===== config.mk =====
export PLATFORM = sky130hd
export DESIGN_NAME = pan_tilt_face_tracker_flat
export DESIGN_NICKNAME = d
export VERILOG_FILES = /design/src/rtl/ptft_pkg.sv /design/src/rtl/ptft_if.sv /design/src/rtl/pan_tilt_face_tracker.sv /design/src/rtl/ptft_ctrl.sv /design/src/rtl/ptft_dp.sv /design/src/flat_wrapper.sv
export SDC_FILE = /design/constraint.sdc
export NUM_CORES = 2
export LEC_CHECK = 0
export BUFFER_PORTS_ARGS = -buffer_cell sky130_fd_sc_hd__buf_2
export CORE_MARGIN = 1
export CORE_UTILIZATION = 50
export DETAILED_ROUTE_END_ITERATION = 7
export PLACE_DENSITY = 0.66
export SLEW_MARGIN = 25
export SYNTH_ARGS = -nofsm -noshare
export SYNTH_HDL_FRONTEND = slang
export SYNTH_SLANG_ARGS = --single-unit

===== constraint.sdc =====
create_clock -name clk -period 23 [get_ports clk]
set_clock_uncertainty 0.2 [all_clocks]
set_input_delay 1.15 -clock clk [delete_from_list [all_inputs] [get_ports clk]]
set_output_delay 1.15 -clock clk [all_outputs]
set_load 0.01 [all_outputs]

===== src/rtl/ptft_pkg.sv =====
// Shared types, constants and helper functions of the pan/tilt face tracker.
`default_nettype none
package ptft_pkg;

	localparam logic signed [17:0] PAN_LOW   = 18'sd0;
	localparam logic signed [17:0] PAN_HIGH  = 18'sd11520;
	localparam logic signed [17:0] TILT_LOW  = 18'sd0;
	localparam logic signed [17:0] TILT_HIGH = 18'sd11520;

	localparam int DIV_STEPS = 27;
	localparam logic [4:0] DIV_LAST = 5'(DIV_STEPS - 1);

	localparam logic [2:0] REG_PAN_CENTER  = 3'd0;
	localparam logic [2:0] REG_TILT_CENTER = 3'd1;
	localparam logic [2:0] REG_PAN_GAIN    = 3'd2;
	localparam logic [2:0] REG_TILT_GAIN   = 3'd3;
	localparam logic [2:0] REG_DEAD_BAND   = 3'd4;
	localparam logic [2:0] REG_STEP_LIMIT  = 3'd5;
	localparam logic [2:0] REG_HOME_STEP   = 3'd6;
	localparam logic [2:0] REG_LOST_TMO    = 3'd7;

	typedef enum logic [2:0] {
		ST_IDLE,
		ST_DIV,
		ST_ERR,
		ST_MUL,
		ST_UPD,
		ST_DONE
	} state_t;

	typedef struct packed {
		logic load;
		logic div_step;
		logic err_en;
		logic mul_en;
		logic upd_en;
		logic out_load;
	} dp_cmd_t;

	function automatic logic signed [17:0] clamp18(input logic signed [17:0] v,
			input logic signed [17:0] lo, input logic signed [17:0] hi);
		logic signed [17:0] r;
		r = v;
		if (v < lo) begin
			r = lo;
		end else if (v > hi) begin
			r = hi;
		end
		return r;
	endfunction

	function automatic logic signed [17:0] step18(input logic signed [17:0] cur,
			input logic signed [17:0] target, input logic signed [17:0] lim);
		logic signed [17:0] d;
		logic signed [17:0] r;
		d = target - cur;
		r = target;
		if (d > lim) begin
			r = cur + lim;
		end else if (d < -lim) begin
			r = cur - lim;
		end
		return r;
	endfunction

	localparam logic [15:0] PAN_RESET  = 16'(clamp18(18'sd5760, PAN_LOW, PAN_HIGH));
	localparam logic [15:0] TILT_RESET = 16'(clamp18(18'sd5760, TILT_LOW, TILT_HIGH));

endpackage
`default_nettype wire


===== src/rtl/ptft_if.sv =====
// Handshake channels for detection events and angle results.
`default_nettype none
interface ptft_evt_if;
	logic        valid;
	logic        ready;
	logic        box_present;
	logic [11:0] left_edge;
	logic [11:0] top_edge;
	logic [11:0] right_edge;
	logic [11:0] bottom_edge;
	logic [11:0] frame_width;
	logic [11:0] frame_height;
	logic [31:0] time_ms;
	modport source (output valid, box_present, left_edge, top_edge, right_edge,
		bottom_edge, frame_width, frame_height, time_ms, input ready);
	modport sink (input valid, box_present, left_edge, top_edge, right_edge,
		bottom_edge, frame_width, frame_height, time_ms, output ready);
endinterface

interface ptft_res_if;
	logic               valid;
	logic               ready;
	logic signed [15:0] pan_angle;
	logic signed [15:0] tilt_angle;
	logic               locked;
	modport source (output valid, pan_angle, tilt_angle, locked, input ready);
	modport sink (input valid, pan_angle, tilt_angle, locked, output ready);
endinterface
`default_nettype wire


===== src/rtl/pan_tilt_face_tracker.sv =====
// Top level of the pan/tilt face tracker: controller plus datapath.
// Usage: one detection event enters on the evt channel (valid/ready transfer);
// for each event exactly one result (pan_angle, tilt_angle, locked) leaves on
// the res channel. Events are processed one at a time.
// Processing: an accepted event passes through the two parallel restoring
// dividers, one quotient bit per cycle over 27 bits, then through the
// registered error, multiply and angle-update steps before its result
// is loaded into the output register when the result channel is free.
// The result sits in an output register; a new event is accepted while a
// previous result still waits. If the receiver stalls, the next result waits
// in the controller's done state and no further event is taken until the
// output register can be loaded.
// Reset (arst_n low) restores all configuration registers to their defaults,
// sets both angles to their centers clamped to the limits, clears the
// last-seen time and the seen flag, and drops res valid.
// Configuration writes (cfg_we, cfg_index, cfg_data) are registered in the datapath.
`default_nettype none
module pan_tilt_face_tracker (
	input  wire logic        clk,
	input  wire logic        arst_n,
	ptft_evt_if.sink         evt,
	ptft_res_if.source       res,
	input  wire logic        cfg_we,
	input  wire logic [2:0]  cfg_index,
	input  wire logic [31:0] cfg_data
);
	ptft_pkg::dp_cmd_t cmd;

	ptft_ctrl u_ctrl (
		.clk       (clk),
		.arst_n    (arst_n),
		.evt_valid (evt.valid),
		.evt_ready (evt.ready),
		.res_ready (res.ready),
		.res_valid (res.valid),
		.cmd       (cmd)
	);

	ptft_dp u_dp (
		.clk          (clk),
		.arst_n       (arst_n),
		.cmd          (cmd),
		.cfg_we       (cfg_we),
		.cfg_index    (cfg_index),
		.cfg_data     (cfg_data),
		.box_present  (evt.box_present),
		.left_edge    (evt.left_edge),
		.top_edge     (evt.top_edge),
		.right_edge   (evt.right_edge),
		.bottom_edge  (evt.bottom_edge),
		.frame_width  (evt.frame_width),
		.frame_height (evt.frame_height),
		.time_ms      (evt.time_ms),
		.pan_angle    (res.pan_angle),
		.tilt_angle   (res.tilt_angle),
		.locked       (res.locked)
	);
endmodule
`default_nettype wire


===== src/rtl/ptft_ctrl.sv =====
// Sequencer of the tracker: steps the datapath through divide, error, multiply and update.
`default_nettype none
module ptft_ctrl (
	input  wire logic             clk,
	input  wire logic             arst_n,
	input  wire logic             evt_valid,
	output logic                  evt_ready,
	input  wire logic             res_ready,
	output logic                  res_valid,
	output ptft_pkg::dp_cmd_t     cmd
);
	ptft_pkg::state_t state_q, state_d;
	logic [4:0] cnt_q;
	logic       res_valid_q;
	logic       slot_free;

	assign slot_free = !res_valid_q || res_ready;
	assign res_valid = res_valid_q;

	always_comb begin
		state_d = state_q;
		case (state_q)
			ptft_pkg::ST_IDLE: if (evt_valid) state_d = ptft_pkg::ST_DIV;
			ptft_pkg::ST_DIV:  if (cnt_q == ptft_pkg::DIV_LAST) state_d = ptft_pkg::ST_ERR;
			ptft_pkg::ST_ERR:  state_d = ptft_pkg::ST_MUL;
			ptft_pkg::ST_MUL:  state_d = ptft_pkg::ST_UPD;
			ptft_pkg::ST_UPD:  state_d = ptft_pkg::ST_DONE;
			ptft_pkg::ST_DONE: if (slot_free) state_d = ptft_pkg::ST_IDLE;
			default:           state_d = ptft_pkg::ST_IDLE;
		endcase
	end

	always_comb begin
		cmd = '0;
		evt_ready = 1'b0;
		case (state_q)
			ptft_pkg::ST_IDLE: begin
				evt_ready = 1'b1;
				cmd.load = evt_valid;
			end
			ptft_pkg::ST_DIV:  cmd.div_step = 1'b1;
			ptft_pkg::ST_ERR:  cmd.err_en = 1'b1;
			ptft_pkg::ST_MUL:  cmd.mul_en = 1'b1;
			ptft_pkg::ST_UPD:  cmd.upd_en = 1'b1;
			ptft_pkg::ST_DONE: cmd.out_load = slot_free;
			default: ;
		endcase
	end

	always_ff @(posedge clk or negedge arst_n) begin
		if (!arst_n) begin
			state_q <= ptft_pkg::ST_IDLE;
			cnt_q <= '0;
			res_valid_q <= 1'b0;
		end else begin
			state_q <= state_d;
			if (state_q == ptft_pkg::ST_DIV && cnt_q != ptft_pkg::DIV_LAST) begin
				cnt_q <= cnt_q + 5'd1;
			end else begin
				cnt_q <= '0;
			end
			if (cmd.out_load) begin
				res_valid_q <= 1'b1;
			end else if (res_ready) begin
				res_valid_q <= 1'b0;
			end
		end
	end

	a_cnt_only_div: assert property (@(posedge clk) disable iff (!arst_n)
		(state_q != ptft_pkg::ST_DIV) |-> (cnt_q == 5'd0))
		else $error("divide counter runs outside the divide phase");
	a_accept_starts: assert property (@(posedge clk) disable iff (!arst_n)
		(evt_valid && evt_ready) |=> (state_q == ptft_pkg::ST_DIV))
		else $error("accepted transfer did not start the divide");
	a_result_shown: assert property (@(posedge clk) disable iff (!arst_n)
		cmd.out_load |=> res_valid_q)
		else $error("result load did not raise valid");
endmodule
`default_nettype wire


===== src/rtl/ptft_dp.sv =====
// Datapath of the tracker: registers, two serial dividers, gain multiply and angle update.
`default_nettype none
module ptft_dp (
	input  wire logic               clk,
	input  wire logic               arst_n,
	input  wire ptft_pkg::dp_cmd_t  cmd,
	input  wire logic               cfg_we,
	input  wire logic [2:0]         cfg_index,
	input  wire logic [31:0]        cfg_data,
	input  wire logic               box_present,
	input  wire logic [11:0]        left_edge,
	input  wire logic [11:0]        top_edge,
	input  wire logic [11:0]        right_edge,
	input  wire logic [11:0]        bottom_edge,
	input  wire logic [11:0]        frame_width,
	input  wire logic [11:0]        frame_height,
	input  wire logic [31:0]        time_ms,
	output logic signed [15:0]      pan_angle,
	output logic signed [15:0]      tilt_angle,
	output logic                    locked
);
	logic [13:0] pan_center_q, tilt_center_q, step_limit_q, home_step_q;
	logic [15:0] pan_gain_q, tilt_gain_q;
	logic [14:0] dead_band_q;
	logic [31:0] lost_tmo_q;

	logic [15:0] pan_now_q, tilt_now_q;
	logic [31:0] last_seen_q;
	logic        seen_once_q;

	logic        valid_q;
	logic [31:0] time_q;
	logic [11:0] wid_q, hgt_q;
	logic [11:0] remx_q, remy_q;
	logic [26:0] quox_q, quoy_q;
	logic signed [16:0] errx_q, erry_q;
	logic signed [33:0] prodx_q, prody_q;
	logic        dzx_q, dzy_q;

	logic [12:0] trx, try_;
	logic        gex, gey;
	logic [12:0] sumx, sumy;
	logic signed [16:0] ex, ey;
	logic signed [17:0] corrx, corry, limit, hstep;
	logic signed [17:0] newpan, newtilt;

	function automatic logic signed [16:0] to_err(input logic [26:0] q);
		logic signed [16:0] e;
		if (q > 27'd49152) begin
			e = -17'sd32768;
		end else begin
			e = 17'sd16384 - signed'({1'b0, q[15:0]});
		end
		return e;
	endfunction

	function automatic logic dead(input logic signed [16:0] e, input logic [14:0] db);
		logic [16:0] mag;
		mag = (e < 0) ? 17'(-e) : 17'(e);
		return mag <= {2'b0, db};
	endfunction

	function automatic logic signed [17:0] corr(input logic signed [33:0] p);
		logic signed [33:0] t;
		t = (p < 0) ? (p + 34'sd32767) : p;
		return 18'(t >>> 15);
	endfunction

	assign sumx = {1'b0, left_edge} + {1'b0, right_edge};
	assign sumy = {1'b0, top_edge} + {1'b0, bottom_edge};
	assign trx = {remx_q, quox_q[26]};
	assign try_ = {remy_q, quoy_q[26]};
	assign gex = trx >= {1'b0, wid_q};
	assign gey = try_ >= {1'b0, hgt_q};
	assign ex = to_err(quox_q);
	assign ey = to_err(quoy_q);
	assign corrx = corr(prodx_q);
	assign corry = corr(prody_q);
	assign limit = signed'({4'b0, step_limit_q});
	assign hstep = signed'({4'b0, home_step_q});

	always_comb begin
		newpan = signed'({2'b0, pan_now_q});
		newtilt = signed'({2'b0, tilt_now_q});
		if (valid_q) begin
			newpan = ptft_pkg::clamp18(ptft_pkg::step18(newpan,
				dzx_q ? newpan : newpan + corrx, limit), ptft_pkg::PAN_LOW, ptft_pkg::PAN_HIGH);
			newtilt = ptft_pkg::clamp18(ptft_pkg::step18(newtilt,
				dzy_q ? newtilt : newtilt + corry, limit), ptft_pkg::TILT_LOW,
				ptft_pkg::TILT_HIGH);
		end else if (seen_once_q && (time_q - last_seen_q) >= lost_tmo_q) begin
			newpan = ptft_pkg::step18(newpan, signed'({4'b0, pan_center_q}), hstep);
			newtilt = ptft_pkg::step18(newtilt, signed'({4'b0, tilt_center_q}), hstep);
		end
	end

	always_ff @(posedge clk or negedge arst_n) begin
		if (!arst_n) begin
			pan_center_q <= 14'd5760;
			tilt_center_q <= 14'd5760;
			pan_gain_q <= 16'd1280;
			tilt_gain_q <= 16'd1280;
			dead_band_q <= 15'd1638;
			step_limit_q <= 14'd192;
			home_step_q <= 14'd64;
			lost_tmo_q <= 32'd1500;
			pan_now_q <= ptft_pkg::PAN_RESET;
			tilt_now_q <= ptft_pkg::TILT_RESET;
			last_seen_q <= '0;
			seen_once_q <= 1'b0;
		end else begin
			if (cfg_we) begin
				case (cfg_index)
					ptft_pkg::REG_PAN_CENTER:  pan_center_q <= cfg_data[13:0];
					ptft_pkg::REG_TILT_CENTER: tilt_center_q <= cfg_data[13:0];
					ptft_pkg::REG_PAN_GAIN:    pan_gain_q <= cfg_data[15:0];
					ptft_pkg::REG_TILT_GAIN:   tilt_gain_q <= cfg_data[15:0];
					ptft_pkg::REG_DEAD_BAND:   dead_band_q <= cfg_data[14:0];
					ptft_pkg::REG_STEP_LIMIT:  step_limit_q <= cfg_data[13:0];
					ptft_pkg::REG_HOME_STEP:   home_step_q <= cfg_data[13:0];
					ptft_pkg::REG_LOST_TMO:    lost_tmo_q <= cfg_data;
					default: ;
				endcase
			end
			if (cmd.upd_en) begin
				pan_now_q <= newpan[15:0];
				tilt_now_q <= newtilt[15:0];
				if (valid_q) begin
					last_seen_q <= time_q;
					seen_once_q <= 1'b1;
				end
			end
		end
	end

	always_ff @(posedge clk) begin
		if (cmd.load) begin
			valid_q <= box_present && frame_width != '0 && frame_height != '0
				&& right_edge > left_edge && bottom_edge > top_edge;
			time_q <= time_ms;
			wid_q <= frame_width;
			hgt_q <= frame_height;
			remx_q <= '0;
			remy_q <= '0;
			quox_q <= {sumx, 14'b0};
			quoy_q <= {sumy, 14'b0};
		end
		if (cmd.div_step) begin
			remx_q <= gex ? 12'(trx - {1'b0, wid_q}) : trx[11:0];
			remy_q <= gey ? 12'(try_ - {1'b0, hgt_q}) : try_[11:0];
			quox_q <= {quox_q[25:0], gex};
			quoy_q <= {quoy_q[25:0], gey};
		end
		if (cmd.err_en) begin
			errx_q <= ex;
			erry_q <= ey;
			dzx_q <= dead(ex, dead_band_q);
			dzy_q <= dead(ey, dead_band_q);
		end
		if (cmd.mul_en) begin
			prodx_q <= errx_q * signed'({1'b0, pan_gain_q});
			prody_q <= erry_q * signed'({1'b0, tilt_gain_q});
		end
		if (cmd.out_load) begin
			pan_angle <= pan_now_q;
			tilt_angle <= tilt_now_q;
			locked <= valid_q;
		end
	end
endmodule
`default_nettype wire

===== src/flat_wrapper.sv =====
// flat-port wrapper written by rule: the top's interface ports become plain ports
module pan_tilt_face_tracker_flat 
  (clk, arst_n, cfg_we, cfg_index, cfg_data, evt_valid, evt_box_present, evt_left_edge, evt_top_edge, evt_right_edge, evt_bottom_edge, evt_frame_width, evt_frame_height, evt_time_ms, evt_ready, res_valid, res_pan_angle, res_tilt_angle, res_locked, res_ready);
  ptft_evt_if evt_i ();
  ptft_res_if res_i ();
  input  wire logic clk;
  input  wire logic arst_n;
  input  wire logic cfg_we;
  input  wire logic [2:0] cfg_index;
  input  wire logic [31:0] cfg_data;
  input wire logic [$bits(evt_i.valid)-1:0] evt_valid;
  input wire logic [$bits(evt_i.box_present)-1:0] evt_box_present;
  input wire logic [$bits(evt_i.left_edge)-1:0] evt_left_edge;
  input wire logic [$bits(evt_i.top_edge)-1:0] evt_top_edge;
  input wire logic [$bits(evt_i.right_edge)-1:0] evt_right_edge;
  input wire logic [$bits(evt_i.bottom_edge)-1:0] evt_bottom_edge;
  input wire logic [$bits(evt_i.frame_width)-1:0] evt_frame_width;
  input wire logic [$bits(evt_i.frame_height)-1:0] evt_frame_height;
  input wire logic [$bits(evt_i.time_ms)-1:0] evt_time_ms;
  output wire logic [$bits(evt_i.ready)-1:0] evt_ready;
  output wire logic [$bits(res_i.valid)-1:0] res_valid;
  output wire logic [$bits(res_i.pan_angle)-1:0] res_pan_angle;
  output wire logic [$bits(res_i.tilt_angle)-1:0] res_tilt_angle;
  output wire logic [$bits(res_i.locked)-1:0] res_locked;
  input wire logic [$bits(res_i.ready)-1:0] res_ready;
  assign evt_i.valid = evt_valid;
  assign evt_i.box_present = evt_box_present;
  assign evt_i.left_edge = evt_left_edge;
  assign evt_i.top_edge = evt_top_edge;
  assign evt_i.right_edge = evt_right_edge;
  assign evt_i.bottom_edge = evt_bottom_edge;
  assign evt_i.frame_width = evt_frame_width;
  assign evt_i.frame_height = evt_frame_height;
  assign evt_i.time_ms = evt_time_ms;
  assign evt_ready = evt_i.ready;
  assign res_valid = res_i.valid;
  assign res_pan_angle = res_i.pan_angle;
  assign res_tilt_angle = res_i.tilt_angle;
  assign res_locked = res_i.locked;
  assign res_i.ready = res_ready;
  pan_tilt_face_tracker u_core (.clk(clk), .arst_n(arst_n), .evt(evt_i), .res(res_i), .cfg_we(cfg_we), .cfg_index(cfg_index), .cfg_data(cfg_data));
endmodule

==> impl_metrics.tcl <==
set metrics [dict create \
    status "finished with violations" \
    violations "DRC" \
    dr.pass1.iters 8 \
    min_from "u_core.u_dp.seen_once_q" \
    start_kind "flip-flop" \
    setup_tns_ns 0 \
    cp_data_arrival_time_ns 10.37 \
    ios 180 \
    finalNonFillerCells 7987 \
    cts.clk_slew.worst_paths_ns 0.06 \
    overflow 0 \
    maxSlewHeadroom_pct 21.52 \
    fin_nets 7805 \
    seq_area_frac_synth_pct 22.99 \
    die_area_um2 118300 \
    reg2regPathDepth 32 \
    synth_cell_type_count 95 \
    setup_viol 0 \
    grt_start_max_net_pins 96 \
    cts_buffer_depth 3 \
    worstPathRequired_ns 23.36 \
    r2r-end "u_core.u_dp.tilt_now_q[3]" \
    initial_core_util_pct 50.39 \
    ys.flop_type "edfxtp_1" \
    track_usage_pct 27.82 \
    r2r_slack_ns 12.99 \
    cts_resized 0 \
    hold_end "u_core.u_dp.seen_once_q" \
    routed_wirelength_mm 162.0 \
    cp-end-kind "flip-flop" \
    hold_violations 0 \
    grt_pass1_wl_mm 256.6 \
    fill_cells 10550 \
    min_period_ns 10.01 \
    dieWidth_um 344.0 \
    postCtsSetupBuffers 0 \
    fmax_mhz 99.90 \
    synthArstFlopShare_pct 43.45 \
    route.detailed.drc 4 \
    drive_above_1_share_pct 8.335 \
    drtIter0Drc 2924 \
    synthTopCellsByArea "fa_1 (20%), ha_1 (14%), edfxtp_1 (14%)" \
    ys_ff_latch 481 \
    core-area_um2 116000 \
    antenna_found_initial 14 \
    critPathKind "flip-flop to flip-flop" \
    synth_edf_count 272 \
    crit_top_cell "ha_1" \
    antenna_left 0 \
    critical-path-slowest-cell "mux2i_1" \
    reg2reg_from "u_core.u_dp.prody_q[6]" \
    htree_num_levels 2 \
    period_share_pct 43.52 \
    worstSkewPairLatency_ns 0.69 \
    yosysTopAreaCell "fa_1" \
    numClockSinks 481 \
    worstHoldPathCells 1 \
    synth_area_um2 58480 \
    worst-path-max-fanout 11 \
    grt_pass1_vias 45610 \
    tightest_slew_ns 1.175 \
    placement_rows 125 \
    wire_per_inst_um 20.28 \
    port_buffers 179 \
    slew_violations 0 \
    cts_buffers 55 \
    cts_tree "done" \
    postSynthAreaPerCell_um2 9.254 \
    syn_to_final_growth_pct 7.585 \
    yosysWarnings 0 \
    rsz0062_at_grt "no" \
    max_cap_violations 0 \
    synth_nets 7716 \
    cts_hold_buf 0 \
    slowest_delay_ns 0.77 \
    hold_path.class "flip-flop to flip-flop" \
    root_buffer "clkbuf_16" \
    place.gp.congestion 0.9586 \
    synth_top_cell_area_share_pct 19.75 \
    placed_cells 7874 \
    viasPerCell 5.651 \
    fp.dieH_um 344.0 \
    hpwlAfterDp_mm 127.1 \
    vias 45140 \
    syn_inst 6319 \
]
-- synth_stat cells, types with 17 or more instances --
master	n
nor2_1	355
a211o_1	17
dfrtp_1	173
nor2b_1	71
nand2b_1	51
a21oi_1	328
o31ai_1	27
o22ai_1	18
nor3_1	93
fa_1	577
mux2_2	132
or3_1	38
edfxtp_1	272
and3_1	34
nand2_1	576
a21boi_0	18
nand3_1	65
o211ai_1	29
and2_1	286
o21a_1	57
nor4_1	27
a31oi_1	28
xnor2_1	237
dfstp_2	36
xor2_1	82
nand4_1	49
a21o_1	114
a211oi_1	36
ha_1	675
o21bai_1	80
clkbuf_1	172
or2_2	20
inv_1	1009
o21ai_0	280
-- kinds of logic (layout without fill, tap and decap cells) --
| group | after synthesis | in the layout | share of synthesized area (%) |
|---|---|---|---|
| AO/OA/AOI/OAI | 1208 | 1208 | 13.33 |
| XOR/XNOR | 320 | 320 | 4.806 |
| adder cells (fa/ha/maj) | 1253 | 1253 | 34.21 |
| buffers and inverters | 1196 | 1332 | 7.715 |
| flip-flops | 481 | 481 | 22.99 |
| multiplexers | 144 | 144 | 2.747 |
| other | 0 | 8 | 0 |
| AND/OR/NAND/NOR | 1717 | 1717 | 14.20 |
-- layout by cell type (no fill, tap or decap), types with 91 or more instances in the layout --
cell	netlist	layout
fa_1	577	577
nor2_1	355	353
a21o_1	114	114
a21oi_1	328	328
xnor2_1	237	237
inv_1	1009	1009
edfxtp_1	272	272
nor3_1	93	91
nand2_1	576	576
and2_1	286	285
mux2_2	132	132
dfrtp_1	173	173
o21ai_0	280	280
buf_2	6	178
ha_1	675	675
-- worst max path at each step --
stage	from	endpoint	slack, ns
6_report	u_core.u_dp.prody_q[6]	u_core.u_dp.tilt_now_q[3]	12.99
5_1_grt	u_core.u_dp.prody_q[10]	u_core.u_dp.tilt_now_q[3]	12.29
4_1_cts	u_core.u_dp.prody_q[6]	u_core.u_dp.tilt_now_q[3]	13.15
3_5_place_dp	u_core.u_dp.prody_q[6]	u_core.u_dp.tilt_now_q[3]	13.29
3_3_place_gp	u_core.u_dp.prody_q[6]	u_core.u_dp.tilt_now_q[3]	13.27
2_1_floorplan	u_core.u_dp.prodx_q[6]	u_core.u_dp.pan_now_q[11]	14.70
-- through the flow --
stage	hold WS [ns]	util, %	worst slack, ns	cell area, um^2
after global placement	0.2524	52.49	13.27	60910
after global routing	0.3008	54.20	12.29	62890
after CTS	0.2849	54.18	13.15	62870
final	0.2839	54.21	12.99	62910
after detailed placement	0.2695	52.49	13.29	60920
after floorplan	0.2244	-	14.70	58480
-- layout make-up --
| class | count | area, um^2 | area share (%) |
|---|---|---|---|
| antenna | 8 | 20.02 | 0.03182 |
| tap | 1524 | 1907 | 3.031 |
| inverter | 1011 | 3795 | 6.032 |
| clock buffer | 66 | 1490 | 2.369 |
| clock inverter | 38 | 464.2 | 0.7378 |
| timing repair buffer | 217 | 1204 | 1.913 |
| sequential | 481 | 13440 | 21.37 |
| multi-input combinational | 4642 | 40590 | 64.52 |
-- worst max-delay path: cells and delay by family, from the launching register on --
family	cells	cell delay, ns
xor+xnor	3	0.48
mux	1	0.77
fa+ha+maj	4	1.38
flops	1	0.37
compound gates	14	4.42
simple gates	10	2.25
-- state kept, by name, indices dropped and copies added, names as in the netlist, 14 cells and up --
signal and count:
u_core.u_dp.tilt_now_q 16, u_core.u_dp.lost_tmo_q 32, u_core.u_dp.home_step_q 14, u_core.u_dp.tilt_center_q 14, u_core.u_dp.errx_q 17, u_core.u_dp.tilt_gain_q 16, u_core.u_dp.tilt_angle 16, u_core.u_dp.step_limit_q 14
u_core.u_dp.prodx_q 34, u_core.u_dp.quox_q 27, u_core.u_dp.pan_angle 16, u_core.u_dp.time_q 32, u_core.u_dp.prody_q 34, u_core.u_dp.pan_center_q 14, u_core.u_dp.pan_gain_q 16, u_core.u_dp.quoy_q 27
u_core.u_dp.dead_band_q 15, u_core.u_dp.erry_q 17, u_core.u_dp.pan_now_q 16, u_core.u_dp.last_seen_q 32
-- routing by layer --
metal,GRT usage (%),routed length (um),up-vias
met5,0,39,-
met4,10.23,6196,6
met3,4.056,10480,292
met2,45.23,73850,1398
met1,37.71,71390,22150
li1,-,-,21300
Power is left out: the tool's default activity adds up to more than one toggle a clock period on the data nets, which glitch-free logic cannot reach.
